File: config.mk
export PLATFORM = sky130hd
export DESIGN_NAME = c3r_cell
export DESIGN_NICKNAME = d
export VERILOG_FILES = /design/src/hw/rtl/c3r_pkg.sv /design/src/hw/rtl/c3r_cell.sv
export SDC_FILE = /design/constraint.sdc
export NUM_CORES = 1
export LEC_CHECK = 0
export BUFFER_PORTS_ARGS = -buffer_cell sky130_fd_sc_hd__buf_4
export CELL_PAD_IN_SITES_DETAIL_PLACEMENT = 0
export CELL_PAD_IN_SITES_GLOBAL_PLACEMENT = 1
export CORE_UTILIZATION = 30
export DETAILED_ROUTE_END_ITERATION = 10
export PLACE_DENSITY = 0.77
export SLEW_MARGIN = 25
export SYNTH_ARGS = -nofsm -noshare
export SYNTH_HDL_FRONTEND = slang
export SYNTH_SLANG_ARGS = --single-unit
File: constraint.sdc
create_clock -name clock -period 1.1 [get_ports clock]
set_clock_uncertainty 0.2 [all_clocks]
set_input_delay 0.055 -clock clock [delete_from_list [all_inputs] [get_ports clock]]
set_output_delay 0.055 -clock clock [all_outputs]
set_load 0.03 [all_outputs]
File: src/hw/rtl/c3r_pkg.sv
// c3r_pkg: shared constants, register and command codes, beat types and the
// window tap helper for the 3x3 reflect-101 convolution stream.
// No dependencies.
package c3r_pkg;

   // defaults for top-level parameters
   localparam int unsigned MAX_WIDTH_DEF  = 2048;
   localparam int unsigned COEF_FRAC_DEF  = 8;

   // fixed geometry and field widths
   localparam int unsigned KERNEL_SIZE = 3;
   localparam int unsigned NUM_TAPS    = KERNEL_SIZE * KERNEL_SIZE;
   localparam int unsigned PIX_W       = 8;
   localparam int unsigned COEF_W      = 16;
   localparam int unsigned COEF_ROW_W  = KERNEL_SIZE * COEF_W;
   localparam int unsigned IMG_W_W     = 12;
   localparam int unsigned ROW_W       = 16;
   localparam int unsigned COL_OUT_W   = 11;
   localparam int unsigned CSR_IDX_W   = 3;
   localparam int unsigned CSR_DATA_W  = COEF_ROW_W;

   // product and sum widths of the MAC
   localparam int unsigned PROD_W = PIX_W + 1 + COEF_W;
   localparam int unsigned ROWS_W = PROD_W + 2;
   localparam int unsigned SUM_W  = PROD_W + 4;

   // register indexes
   localparam logic [CSR_IDX_W-1:0] REG_IMAGE_WIDTH  = 3'd0;
   localparam logic [CSR_IDX_W-1:0] REG_IMAGE_HEIGHT = 3'd1;
   localparam logic [CSR_IDX_W-1:0] REG_COEF_TOP     = 3'd2;
   localparam logic [CSR_IDX_W-1:0] REG_COEF_MIDDLE  = 3'd3;
   localparam logic [CSR_IDX_W-1:0] REG_COEF_BOTTOM  = 3'd4;

   // register reset values
   localparam logic [IMG_W_W-1:0]    IMAGE_WIDTH_RST  = 12'd640;
   localparam logic [ROW_W-1:0]      IMAGE_HEIGHT_RST = 16'd480;
   localparam logic [COEF_ROW_W-1:0] COEF_TOP_RST     = 48'd0;
   localparam logic [COEF_ROW_W-1:0] COEF_MIDDLE_RST  = 48'd16777216;
   localparam logic [COEF_ROW_W-1:0] COEF_BOTTOM_RST  = 48'd0;

   // input commands
   localparam logic CMD_PIXEL = 1'b0;
   localparam logic CMD_FLUSH = 1'b1;

   // one window column, index 0 is the top row
   typedef logic [KERNEL_SIZE-1:0][PIX_W-1:0] pix_col_type;
   // nine taps, index row*3 + column
   typedef logic [NUM_TAPS-1:0][PIX_W-1:0]    taps_type;
   typedef logic [NUM_TAPS-1:0][COEF_W-1:0]   coef_type;

   // position info carried alongside a result through the MAC
   typedef struct packed {
      logic [COL_OUT_W-1:0] col;
      logic [ROW_W-1:0]     row;
      logic                 fe;
   } tag_type;

   // Gather taps from three columns; top_low takes the top row from the
   // bottom entry (reflection at the first image row).
   function automatic taps_type win_taps(input pix_col_type lft,
                                         input pix_col_type mid,
                                         input pix_col_type rgt,
                                         input logic        top_low);
      taps_type t;
      int unsigned src;
      t = '0;
      for (int unsigned r = 0; r < KERNEL_SIZE; r++) begin
         src = (r == 0 && top_low) ? KERNEL_SIZE - 1 : r;
         t[r*KERNEL_SIZE + 0] = lft[src];
         t[r*KERNEL_SIZE + 1] = mid[src];
         t[r*KERNEL_SIZE + 2] = rgt[src];
      end
      return t;
   endfunction

endpackage

File: src/hw/rtl/c3r_cell.sv
// c3r_cell: one column of the 3x3 window; takes its neighbor's column on shift.
// Depends on c3r_pkg.
module c3r_cell
   import c3r_pkg::*;
(
   input  logic        clock,
   input  logic        reset,
   input  logic        shift,
   input  pix_col_type col_in,
   output pix_col_type col_out
);

   pix_col_type col_ff;
   pix_col_type col_in_nxt;

   assign col_in_nxt = shift ? col_in : col_ff;

   always_ff @(posedge clock) begin
      if (reset) begin
         col_ff <= '0;
      end else begin
         col_ff <= col_in_nxt;
      end
   end

   assign col_out = col_ff;

endmodule

======== Word level (Yosys, flattened, before mapping) ========
Cells that the tools add are included.
word-level totals
  register bits after elaboration ......... 24
  input bits .............................. 27
  output and inout port bits .............. 24
  word-level logic and storage cells ...... 3

======== Depth between registers and ports, before layout ========
  word-level depth ........................ 0
  mapped depth ............................ 4
  gate-level depth less buffers ........... 2

======== Worst setup path before layout ========
No wires, ideal clock.
  kind .................................... flip-flop to flip-flop
  start ................................... register col_out[0] (netlist name)
  end ..................................... register col_ff (netlist bit col_out[0])
  setup time .............................. 65 ps
  data arrival time ....................... 665 ps
  setup slack ............................. 170 ps
  cell stages (with the launch flop) ...... 3
  clock period less this slack ............ 930 ps
  cell sequence ........................... dfxtp_1 > mux2i_1 > nor2_1
RTL lines
  element               line            source
  end signal, assigned  c3r_cell.sv:22  col_ff <= col_in_nxt;
  end, declared         c3r_cell.sv:13  pix_col_type col_ff;

======== Worst setup path after layout ========
  start ................................... register col_ff (netlist bit col_out[2])
  end ..................................... output col_out[2] (netlist bit)
RTL lines
  element        line            source
  end, declared  c3r_cell.sv:10  output pix_col_type col_out
No word-level cell between the ends.

==> impl_results.md <==
- Run status: complete, no violations
- Crit start category: register
- Slew Limit Fails: 0
- Gr ovfl total: 0
- Via Count: 803
- Min-delay worst type: in2reg
- Post-synthesis sequential area ratio: 55.3%
- Flop pwr share: 54.1%
- Hold Fails Final Rpt: 0
- Crit-path cells: buf_4
- CTS tree: built
- CORE AREA: 2760 µm²
- P&R area growth vs syn: 78.6%
- Clock power frac: roughly a fifth
- Net Sw Frac: a little over a quarter
- DR iter-0 viols: 14
- N_diodes: 0
- Switching power: roughly 0.48 mW
- Crit path time final: 1.06 ns
- Hold WS: about 0.04 ns
- CP Data Required Time: 0.84 ns
- Crit. End Element: primary output
- Placer Congestion: 0.613
- Crit path DAT: about 0.81 ns
- Postcts setup bufs: 0
- Htree depth: 1
- Starting density of the core: 31.5%
- Via density: 4.41
- Cell Int Power: 1.30 mW
- Slowest stage delay, CP: 0.36 ns
- Largest net degree at the start of global routing: 25
- IO Pins: 51
- F_max: about 940 MHz
- Yosys cell types: 6
- IO buf count: 50
- Avg Cell Area, Syn: 11.3 µm²
- Root Buffer: clkbuf_4
- Die Y: 55.8 µm
- Clk_lat worst skew: 0.29 ns
- Power per Cell Area: 1140 nW/µm²
- Max clock buf depth: 2
- Synth warnings: 0
- Post-Syn Nets: 104
- Final setup fails: 0
- Tightest Pin Transition: 0.242 ns
- Total CTS buffers: 3
- TritonRoute pass-1 iters: 4
- Antenna violations before repair: 0
- Fin crit share: 96.6%
- Number of global-route vias before repair: about 800
- First-pass GRT wire length: 3.31 mm
- Mapped Cells: 77
- Worst-path clk slew: 0.12 ns
- Nets: between 150 and 200
- Clk sinks: 24
- DP HPWL: 1.31 mm
- # DRC: 0
- Combinational share of power: about 26%
- Largest register FFs: 24
- Die W: 55.8 µm
- #FFs+latches synth: 24
- Post-Syn Area: roughly 870 µm²
- Setup Crit Path Kind: reg2out
- Die area: 3120 µm²
- GRT Util Overall: 13.3%
- Final design area excluding fillers: 1550 µm²
- Share of cells above drive strength 1: 50.3%
- Slowest cell on the critical path: dfxtp_2
- Crit path buffers/inverters: 1
- Placed cell areas: 1240 µm²
- MaxCap Viol Count: 0
- Leakage power: 0.771 nW
- Wirelength per Cell: around 12 µm
- Final ANT Viol Nets: 0
- Peak supply drop: 0.771 mV
- Crit Path Max Fanout: 2
- Routed WL: approximately 2.1 mm
- Cell family with most CP delay: flip-flops
- Worst relative slew slack: ~84%
- FP Rows: 19
Yosys cell counts:
cell type,instances,share of area (%)
clkbuf_1,2,0.86
buf_12,2,4.6
dfxtp_1,24,55
mux2i_1,24,28
buf_6,1,1.3
nor2_1,24,10
cells in the final DEF (no fill, tap or decap):
master / n
mux2i_1: 24
dfxtp_1: 2
dlygate4sd3_1: 25
buf_12: 1
buf_4: 48
nor2_1: 24
buf_6: 2
clkbuf_4: 3
dfxtp_2: 22
per-stage QoR:
stage | setup TNS (ns) | setup slack [ns] | total power [mW] | instances | util (%)
after floorplan | 0 | 0.170 | 1.19 | 77 | -
after global placement | 0 | 0.174 | 1.34 | 154 | 45.1
after detailed placement | 0 | 0.153 | 1.34 | 154 | 45.1
after CTS | 0 | 0.00564 | 1.78 | 182 | 55.0
after global routing | -0.00445 | -0.00445 | 1.86 | 182 | 56.3
final | 0 | 0.0379 | 1.77 | 182 | 56.3
what timing repair did:
item / CTS / global route
hold buffers: 25 / 0
gates resized for setup: 0 / 24
endpoints found under the setup margin: 0 / 22
hold endpoints to repair: 24 / 0
cell families (layout without fill, tap and decap cells):
family        Yosys count  after routing  synth area share, %
simple gates           24             24                 10.4
buf+inv                 5             79                 6.76
mux                    24             24                 27.6
flops                  24             24                 55.3
worst paths after layout:
check                                start          to  slack (ns)  cells past startpoint
worst max-delay path            col_out[2]  col_out[2]        0.04                      1
worst min-delay path                 shift  col_out[7]        0.04                      4
worst max register to register  col_out[2]  col_out[2]        0.22                      2
worst min register to register  col_out[1]  col_out[1]        0.30                      2
worst register-to-register path: stages, from the launching register on:
cell and delay, ns:
dfxtp_2 0.35, mux2i_1 0.18, nor2_1 0.06
final cells by class:
cell class	count	area (µm²)
Clock buffer	3	22.5
Multi-Input combinational cell	48	330
Fill cell	246	1200
Sequential cell	24	508
Timing Repair Buffer	76	653
Tap cell	31	38.8
routing by layer:
metal | GRT usage (%) | wire, µm | vias up
li1 | - | - | 400
met1 | 14.5 | 824 | 373
met2 | 26.2 | 1210 | 28
met3 | 1.16 | 92 | 2
met4 | 5.23 | 18 | 0
met5 | 0 | 0 | -
power by group through the flow:
stage / combinational (mW) / sequential [mW] / clock [mW]
3_3_place_gp: 0.371 / 0.967 / 0
6_report: 0.452 / 0.959 / 0.362
4_1_cts: 0.447 / 0.949 / 0.383
2_1_floorplan: 0.118 / 1.07 / 0
3_5_place_dp: 0.376 / 0.968 / 0
5_1_grt: 0.480 / 0.965 / 0.419
(Power assumes the default switching activity.)
