**config.mk**
```make
export PLATFORM = sky130hd
export DESIGN_NAME = c3r_mac
export DESIGN_NICKNAME = d
export VERILOG_FILES = /design/src/hw/rtl/c3r_pkg.sv /design/src/hw/rtl/c3r_mac.sv
export SDC_FILE = /design/constraint.sdc
export NUM_CORES = 2
export LEC_CHECK = 0
export BUFFER_PORTS_ARGS = -buffer_cell sky130_fd_sc_hd__clkbuf_2
export CAP_MARGIN = 15
export CORE_MARGIN = 2
export CORE_UTILIZATION = 35
export CTS_CLUSTER_DIAMETER = 50
export DETAILED_ROUTE_END_ITERATION = 16
export GPL_TIMING_DRIVEN = 0
export MAX_ROUTING_LAYER = met4
export SYNTH_ARGS = -nofsm -noshare
export SYNTH_HDL_FRONTEND = slang
export SYNTH_SLANG_ARGS = --single-unit
export TNS_END_PERCENT = 5
```
**constraint.sdc**
```tcl
create_clock -name clock -period 11.1 [get_ports clock]
set_clock_uncertainty 0.05 [all_clocks]
set_input_delay 2.22 -clock clock [delete_from_list [all_inputs] [get_ports clock]]
set_output_delay 2.22 -clock clock [all_outputs]
set_load 0.02 [all_outputs]
```
**src/hw/rtl/c3r_pkg.sv**
```systemverilog
// c3r_pkg: shared constants, register and command codes, beat types and the
// window tap helper for the 3x3 reflect-101 convolution stream.
// No dependencies.
package c3r_pkg;

   // defaults for top-level parameters
   localparam int unsigned MAX_WIDTH_DEF  = 2048;
   localparam int unsigned COEF_FRAC_DEF  = 8;

   // fixed geometry and field widths
   localparam int unsigned KERNEL_SIZE = 3;
   localparam int unsigned NUM_TAPS    = KERNEL_SIZE * KERNEL_SIZE;
   localparam int unsigned PIX_W       = 8;
   localparam int unsigned COEF_W      = 16;
   localparam int unsigned COEF_ROW_W  = KERNEL_SIZE * COEF_W;
   localparam int unsigned IMG_W_W     = 12;
   localparam int unsigned ROW_W       = 16;
   localparam int unsigned COL_OUT_W   = 11;
   localparam int unsigned CSR_IDX_W   = 3;
   localparam int unsigned CSR_DATA_W  = COEF_ROW_W;

   // product and sum widths of the MAC
   localparam int unsigned PROD_W = PIX_W + 1 + COEF_W;
   localparam int unsigned ROWS_W = PROD_W + 2;
   localparam int unsigned SUM_W  = PROD_W + 4;

   // register indexes
   localparam logic [CSR_IDX_W-1:0] REG_IMAGE_WIDTH  = 3'd0;
   localparam logic [CSR_IDX_W-1:0] REG_IMAGE_HEIGHT = 3'd1;
   localparam logic [CSR_IDX_W-1:0] REG_COEF_TOP     = 3'd2;
   localparam logic [CSR_IDX_W-1:0] REG_COEF_MIDDLE  = 3'd3;
   localparam logic [CSR_IDX_W-1:0] REG_COEF_BOTTOM  = 3'd4;

   // register reset values
   localparam logic [IMG_W_W-1:0]    IMAGE_WIDTH_RST  = 12'd640;
   localparam logic [ROW_W-1:0]      IMAGE_HEIGHT_RST = 16'd480;
   localparam logic [COEF_ROW_W-1:0] COEF_TOP_RST     = 48'd0;
   localparam logic [COEF_ROW_W-1:0] COEF_MIDDLE_RST  = 48'd16777216;
   localparam logic [COEF_ROW_W-1:0] COEF_BOTTOM_RST  = 48'd0;

   // input commands
   localparam logic CMD_PIXEL = 1'b0;
   localparam logic CMD_FLUSH = 1'b1;

   // one window column, index 0 is the top row
   typedef logic [KERNEL_SIZE-1:0][PIX_W-1:0] pix_col_type;
   // nine taps, index row*3 + column
   typedef logic [NUM_TAPS-1:0][PIX_W-1:0]    taps_type;
   typedef logic [NUM_TAPS-1:0][COEF_W-1:0]   coef_type;

   // position info carried alongside a result through the MAC
   typedef struct packed {
      logic [COL_OUT_W-1:0] col;
      logic [ROW_W-1:0]     row;
      logic                 fe;
   } tag_type;

   // Gather taps from three columns; top_low takes the top row from the
   // bottom entry (reflection at the first image row).
   function automatic taps_type win_taps(input pix_col_type lft,
                                         input pix_col_type mid,
                                         input pix_col_type rgt,
                                         input logic        top_low);
      taps_type t;
      int unsigned src;
      t = '0;
      for (int unsigned r = 0; r < KERNEL_SIZE; r++) begin
         src = (r == 0 && top_low) ? KERNEL_SIZE - 1 : r;
         t[r*KERNEL_SIZE + 0] = lft[src];
         t[r*KERNEL_SIZE + 1] = mid[src];
         t[r*KERNEL_SIZE + 2] = rgt[src];
      end
      return t;
   endfunction

endpackage

```
**src/hw/rtl/c3r_mac.sv**
```systemverilog
// c3r_mac: four-stage multiply, sum, round-half-even and saturate pipeline
// with per-stage valid and a back-pressure chain from the output.
// Depends on c3r_pkg.
module c3r_mac
   import c3r_pkg::*;
#(
   parameter int unsigned COEF_FRAC_BITS = COEF_FRAC_DEF
) (
   input  logic             clock,
   input  logic             reset,
   input  logic             in_valid,
   output logic             in_ready,
   input  taps_type         in_taps,
   input  tag_type          in_tag,
   input  coef_type         coefs,
   output logic             out_valid,
   input  logic             out_ready,
   output logic [PIX_W-1:0] out_pixel,
   output tag_type          out_tag
);

   localparam int unsigned NSTG = 4;
   localparam int unsigned QW   = SUM_W - COEF_FRAC_BITS;
   localparam logic [COEF_FRAC_BITS-1:0] HALF = {1'b1, {(COEF_FRAC_BITS-1){1'b0}}};

   logic [NSTG-1:0] v_ff, v_in;
   logic [NSTG:0]   rdy;
   tag_type         tag_ff [NSTG];

   logic signed [PROD_W-1:0] prod_ff [NUM_TAPS];
   logic signed [PROD_W-1:0] prod_in [NUM_TAPS];
   logic signed [ROWS_W-1:0] rsum_ff [KERNEL_SIZE];
   logic signed [ROWS_W-1:0] rsum_in [KERNEL_SIZE];
   logic signed [SUM_W-1:0]  sum_ff, sum_in;
   logic [PIX_W-1:0]         pix_ff, pix_in;

   logic [QW-1:0]             q;
   logic [COEF_FRAC_BITS-1:0] rem;
   logic [QW:0]               qr;
   logic                      up;

   // back-pressure chain, output end first
   always_comb begin
      rdy[NSTG] = out_ready;
      for (int k = NSTG - 1; k >= 0; k--) begin
         rdy[k] = !v_ff[k] || rdy[k+1];
      end
      for (int k = 0; k < NSTG; k++) begin
         if (k == 0) begin
            v_in[k] = rdy[k] ? in_valid : v_ff[k];
         end else begin
            v_in[k] = rdy[k] ? v_ff[k-1] : v_ff[k];
         end
      end
   end

   assign in_ready = rdy[0];

   // stage 1: nine products
   always_comb begin
      for (int k = 0; k < NUM_TAPS; k++) begin
         prod_in[k] = $signed({1'b0, in_taps[k]}) * $signed(coefs[k]);
      end
   end

   // stage 2: row sums
   always_comb begin
      for (int r = 0; r < KERNEL_SIZE; r++) begin
         rsum_in[r] = ROWS_W'(prod_ff[r*KERNEL_SIZE])
                    + ROWS_W'(prod_ff[r*KERNEL_SIZE + 1])
                    + ROWS_W'(prod_ff[r*KERNEL_SIZE + 2]);
      end
   end

   // stage 3: total
   assign sum_in = SUM_W'(rsum_ff[0]) + SUM_W'(rsum_ff[1]) + SUM_W'(rsum_ff[2]);

   // stage 4: round half to even, saturate to 0..255
   always_comb begin
      q   = sum_ff[SUM_W-1:COEF_FRAC_BITS];
      rem = sum_ff[COEF_FRAC_BITS-1:0];
      up  = (rem > HALF) || (rem == HALF && q[0]);
      qr  = {1'b0, q} + (QW+1)'(up);
      if (sum_ff <= 0) begin
         pix_in = '0;
      end else if (qr > (QW+1)'(255)) begin
         pix_in = 8'd255;
      end else begin
         pix_in = qr[PIX_W-1:0];
      end
   end

   // valid bits
   always_ff @(posedge clock) begin
      if (reset) begin
         v_ff <= '0;
      end else begin
         v_ff <= v_in;
      end
   end

   // payload registers, loaded whenever a stage may take a beat
   always_ff @(posedge clock) begin
      if (rdy[0]) begin
         prod_ff   <= prod_in;
         tag_ff[0] <= in_tag;
      end
      if (rdy[1]) begin
         rsum_ff   <= rsum_in;
         tag_ff[1] <= tag_ff[0];
      end
      if (rdy[2]) begin
         sum_ff    <= sum_in;
         tag_ff[2] <= tag_ff[1];
      end
      if (rdy[3]) begin
         pix_ff    <= pix_in;
         tag_ff[3] <= tag_ff[2];
      end
   end

   assign out_valid = v_ff[NSTG-1];
   assign out_pixel = pix_ff;
   assign out_tag   = tag_ff[NSTG-1];

endmodule

```
-- Word-level counts from Yosys, hierarchy flattened
Memories as Yosys holds them, arrays and structs flattened.
Cells that the tools add are included.
- register bits after elaboration: 347
- memory bits (writable): 112
- bits of input ports: 248
- output and inout port bits: 38
- word-level logic and storage cells: 60
- memories kept: 1
- $add $sub $neg: 9
- multiply operators: 9
- magnitude comparators: 3
- eq/ne operators: 1
- mux-type cells: 9
- reductions and logical operators: 10
- memory list (memory ; depth ; width ; rd ports ; clocked after Yosys merged registers in ; wr ports ; line ; text):
    tag_ff ; 4 ; 28 ; 4 ; 0 ; 4 ; c3r_mac.sv:28 ; tag_type tag_ff [NSTG];
- operators with widths (cell ; number):
    multiplier 9 x 16 -> 25 bit ; 9
    adder 26 x 25 -> 27 bit ; 3
    adder 25 x 25 -> 26 bit ; 3
    adder 28 x 27 -> 29 bit ; 1
    less-or-equal comparator 29 x 1 -> 1 bit, second input constant ; 1
    adder 27 x 27 -> 28 bit ; 1
    adder 21 x 1 -> 22 bit ; 1
    > comparator 22 x 8 -> 1 bit, second input constant ; 1
    == test 8 bit, second input constant ; 1
    > comparator 8 bit, second input constant ; 1
    2-to-1 mux 1 bit ; 8
    2-to-1 mux 8 bit ; 1
    logical OR 1 bit ; 5
    zero test 1 bit ; 4
    logical AND 1 bit ; 1

-- Longest topological paths before layout
- depth in word-level cells: 7
- depth in mapped cells: 21
- depth with buffers taken out: 20

-- Worst setup path before layout
Ideal clock, no wire load.
- path kind: input to output
- start point: input out_ready
- end point: output in_ready
- arrival: 7.920 ns
- required time: 8.830 ns
- setup slack: 0.910 ns
- stages: 3
- buffers on the path: 0
- cells stage by stage: nor2b_1 > and3_1 > nand2_1
- longest elaborated chain between the ends: 4
- RTL lines (what ; line ; text):
    from (decl) ; c3r_mac.sv:17 ; input logic out_ready,
    logical OR 1 bit (4 in a row) ; c3r_mac.sv:46 ; rdy[k] = !v_ff[k] || rdy[k+1];
    to (decl) ; c3r_mac.sv:12 ; output logic in_ready,
No other way between the ends.

==> qor.yml <==
run_status:
  status: "completed"
critical_path:
  worstPathArrival_ns: 7.80
  crit_top_cell: "fa_1"
  critPathCaptureType: "flip-flop"
  required_ns: 11.33
  slowest_stage: "a211oi_1"
  crit_fanout: 10
  startpoint_type: "input port"
  critPathBufInv: 5
  path_cells: "clkbuf_2, clkbuf_1, nand2_1, fa_1, fa_1, inv_1, fa_1, inv_1, fa_1, inv_1, ha_1, a21boi_1, o211ai_1, a211oi_1, o21ai_0, a31oi_1, mux2i_1, o311ai_1"
  r2r_slack_ns: 7.05
  path_delay_family: "adder cells"
  path_class: "in2reg"
  max_stage_delay_ns: 0.57
synth:
  synth_common_cells: "inv_1 (1417), fa_1 (1024), and2_1 (660)"
  synth-edff-count: 455
  synth.ff_latch_count: 459
  yosys.area.top_type_share_pct: 32.93
  syn_area_sq_um: 62250
  ys_types: 83
  synth_warnings: 0
  syn_area_per_cell_sq_um: 10.07
  syn-num-nets: 8005
  synth-seq-area-share_pct: 22.08
  synthTopCellsByArea: "fa_1 (33%), edfxtp_1 (22%), ha_1 (11%)"
  async_flop_share_pct: 0
  yosysTopAreaCell: "fa_1"
  yosysMostFrequentCell: "inv_1"
  synthCells: 6179
  yosys_most_used_dff: "edfxtp_1"
routing:
  first_pass_iters: 5
  drc_errors: 0
  finalWirelength_um: 143700
  drtAntennaViolNets: 0
  vias_per_cell: 4.729
  via_count: 42300
  drtIter0Drc: 2041
  wire_per_inst_um: 16.06
placed_design:
  port_buffers: 277
  pre_cts_ws_ns: 2.942
  routabilityCongestion: 0.8512
  postPlaceCellArea_sq_um: 66720
  dpl.hpwl_um: 121100
flow_run:
  drv_cap: 0
grt:
  grt_max_degree: 83
  antenna_found_initial: 9
  grt_busiest_layer: "met2"
  grt_use_met3_pct: 2.006
  gr-usage-met2_pct: 28.32
  grt_pass1_vias: 44380
  grt_pass1_wl_um: 236100
  grt_use_met1_pct: 21.82
  grtUsageTotal_pct: 16.88
  grt-ovfl-total: 0
sta:
  max-slew-margin-rel_pct: 32.76
  period_minus_slack_ns: 7.567
  hold_ws_ns: 0.3382
  worst_slew_pin_slew_ns: 0.9929
  fin_crit_sh_pct: 68.17
  drv_slew: 0
  hold_viol_final: 0
  rsz0062_at_grt: "false"
  setup_ws_ns: 3.533
  timing.fmax_mhz: 132.2
  setup_violations: 0
clocking:
  h-tree-depth: 3
  cts_sinks: 459
  holdBufCountCts: 0
  cts_tree: "yes"
  clkLatencyLatePin_ns: 0.69
  cts_buffer_depth: 3
  post_cts_buffers: 0
  clk_pin_slew_ns: 0.06
  cts_resized: 0
  cts_root_buf: "clkbuf_16"
  cts_made_buffers: 75
floorplanning:
  coreArea_sq_um: 176500
  chipWidth_um: 425.7
  start_util_pct: 35.27
  boundaryPins: 286
  dieHeight_um: 425.7
  die_area_sq_um: 181300
  row_count: 154
power:
  powerDensity_nw_per_um2: 328.3
  p_total_uw: 22750
  ir_worst_vdd_v: 0.0002798
  p_leak_uw: 0.03388
finish:
  finalInstanceArea_sq_um: 69290
  multi_input_area_sq_um: 42870
  syn_to_final_growth_pct: 11.31
  drive_gt1_share_pct: 6.835
  post-route-util_pct: 39.26
  nets: 8364
  fillCellCount: 17530
  seq_area_sq_um: 13740
worst_hold_path:
  hold_class: "reg2reg"
-- logic make-up after synthesis --
| group | synth area share [%] |
|---|---|
| simple gates | 14.06 |
| fa+ha+maj | 44.07 |
| buf+inv | 9.079 |
| compound gates | 6.741 |
| flops | 22.08 |
| xor+xnor | 3.911 |
| mux | 0.06432 |
-- registers in the layout (all words and copies together) (netlist names) --
name       count
tag_ff       112
v_ff           4
sum_ff        29
out_pixel      8
prod_ff      225
rsum_ff       81
-- metal layers --
| metal | vias to the layer above | part of all wire, % |
|---|---|---|
| met1 | 21390 | 45 |
| met2 | 729 | 50 |
| met5 | - | 0 |
| met3 | 161 | 3.5 |
| met4 | 0 | 2.2 |
| li1 | 20010 | - |
-- final cells by class --
class | count | share of cell area [%]
antenna | 5 | 0.01806
buffer | 88 | 0.4803
clock buffer | 81 | 2.772
clock inverter | 56 | 0.9317
inverter | 1417 | 7.683
multi-input combinational | 4215 | 61.87
sequential | 459 | 19.83
tap | 2340 | 4.225
timing repair buffer | 282 | 2.188
-- final timing paths --
check | end | depth (start not counted) | start
worst max register to register | rsum_ff[25] | 13 | prod_ff[26]
worst max-delay path | prod_ff[124] | 18 | in_taps[35]
worst min-delay path | tag_ff[1][5] | 0 | tag_ff[0][5]
worst min register to register | tag_ff[1][5] | 0 | tag_ff[0][5]
-- placed cells by master, fill, tap and decap left out, types with 8 or more instances in the layout --
cell type / netlist / final
nand2b_1: 35 / 35
a21o_1: 79 / 79
o21ai_1: 14 / 14
o21bai_1: 33 / 33
ha_1: 554 / 554
o21ai_0: 93 / 93
o21a_1: 35 / 35
clkbuf_2: 0 / 277
fa_1: 1024 / 1024
nor3_1: 57 / 57
a31oi_1: 23 / 23
nand4_1: 17 / 17
nor4_1: 12 / 12
inv_8: 0 / 8
inv_6: 0 / 14
a211o_1: 8 / 8
a21oi_1: 205 / 205
inv_1: 1417 / 1415
xnor2_1: 203 / 203
and2_1: 660 / 660
or3_1: 27 / 27
nor2b_1: 41 / 41
and3_1: 25 / 25
edfxtp_1: 455 / 455
a211oi_1: 22 / 22
nor2_1: 172 / 172
nand3_1: 45 / 45
clkbuf_1: 86 / 91
nand2_1: 605 / 603
clkbuf_16: 0 / 76
xor2_1: 75 / 75
o211ai_1: 21 / 21
-- power by group --
part	internal [uW]	switching, uW	total (uW)
clock	1400	947	2340
combinational	6880	9370	16200
sequential	3630	537	4160
total	11900	10900	22800
-- metrics by stage --
stage	TNS (ns)	instances
after floorplan	0	6179
after global placement	-230.22	8796
after detailed placement	0	8801
after CTS	0	8938
after global routing	0	8941
final	0	8943
(Power assumes the default switching activity.)
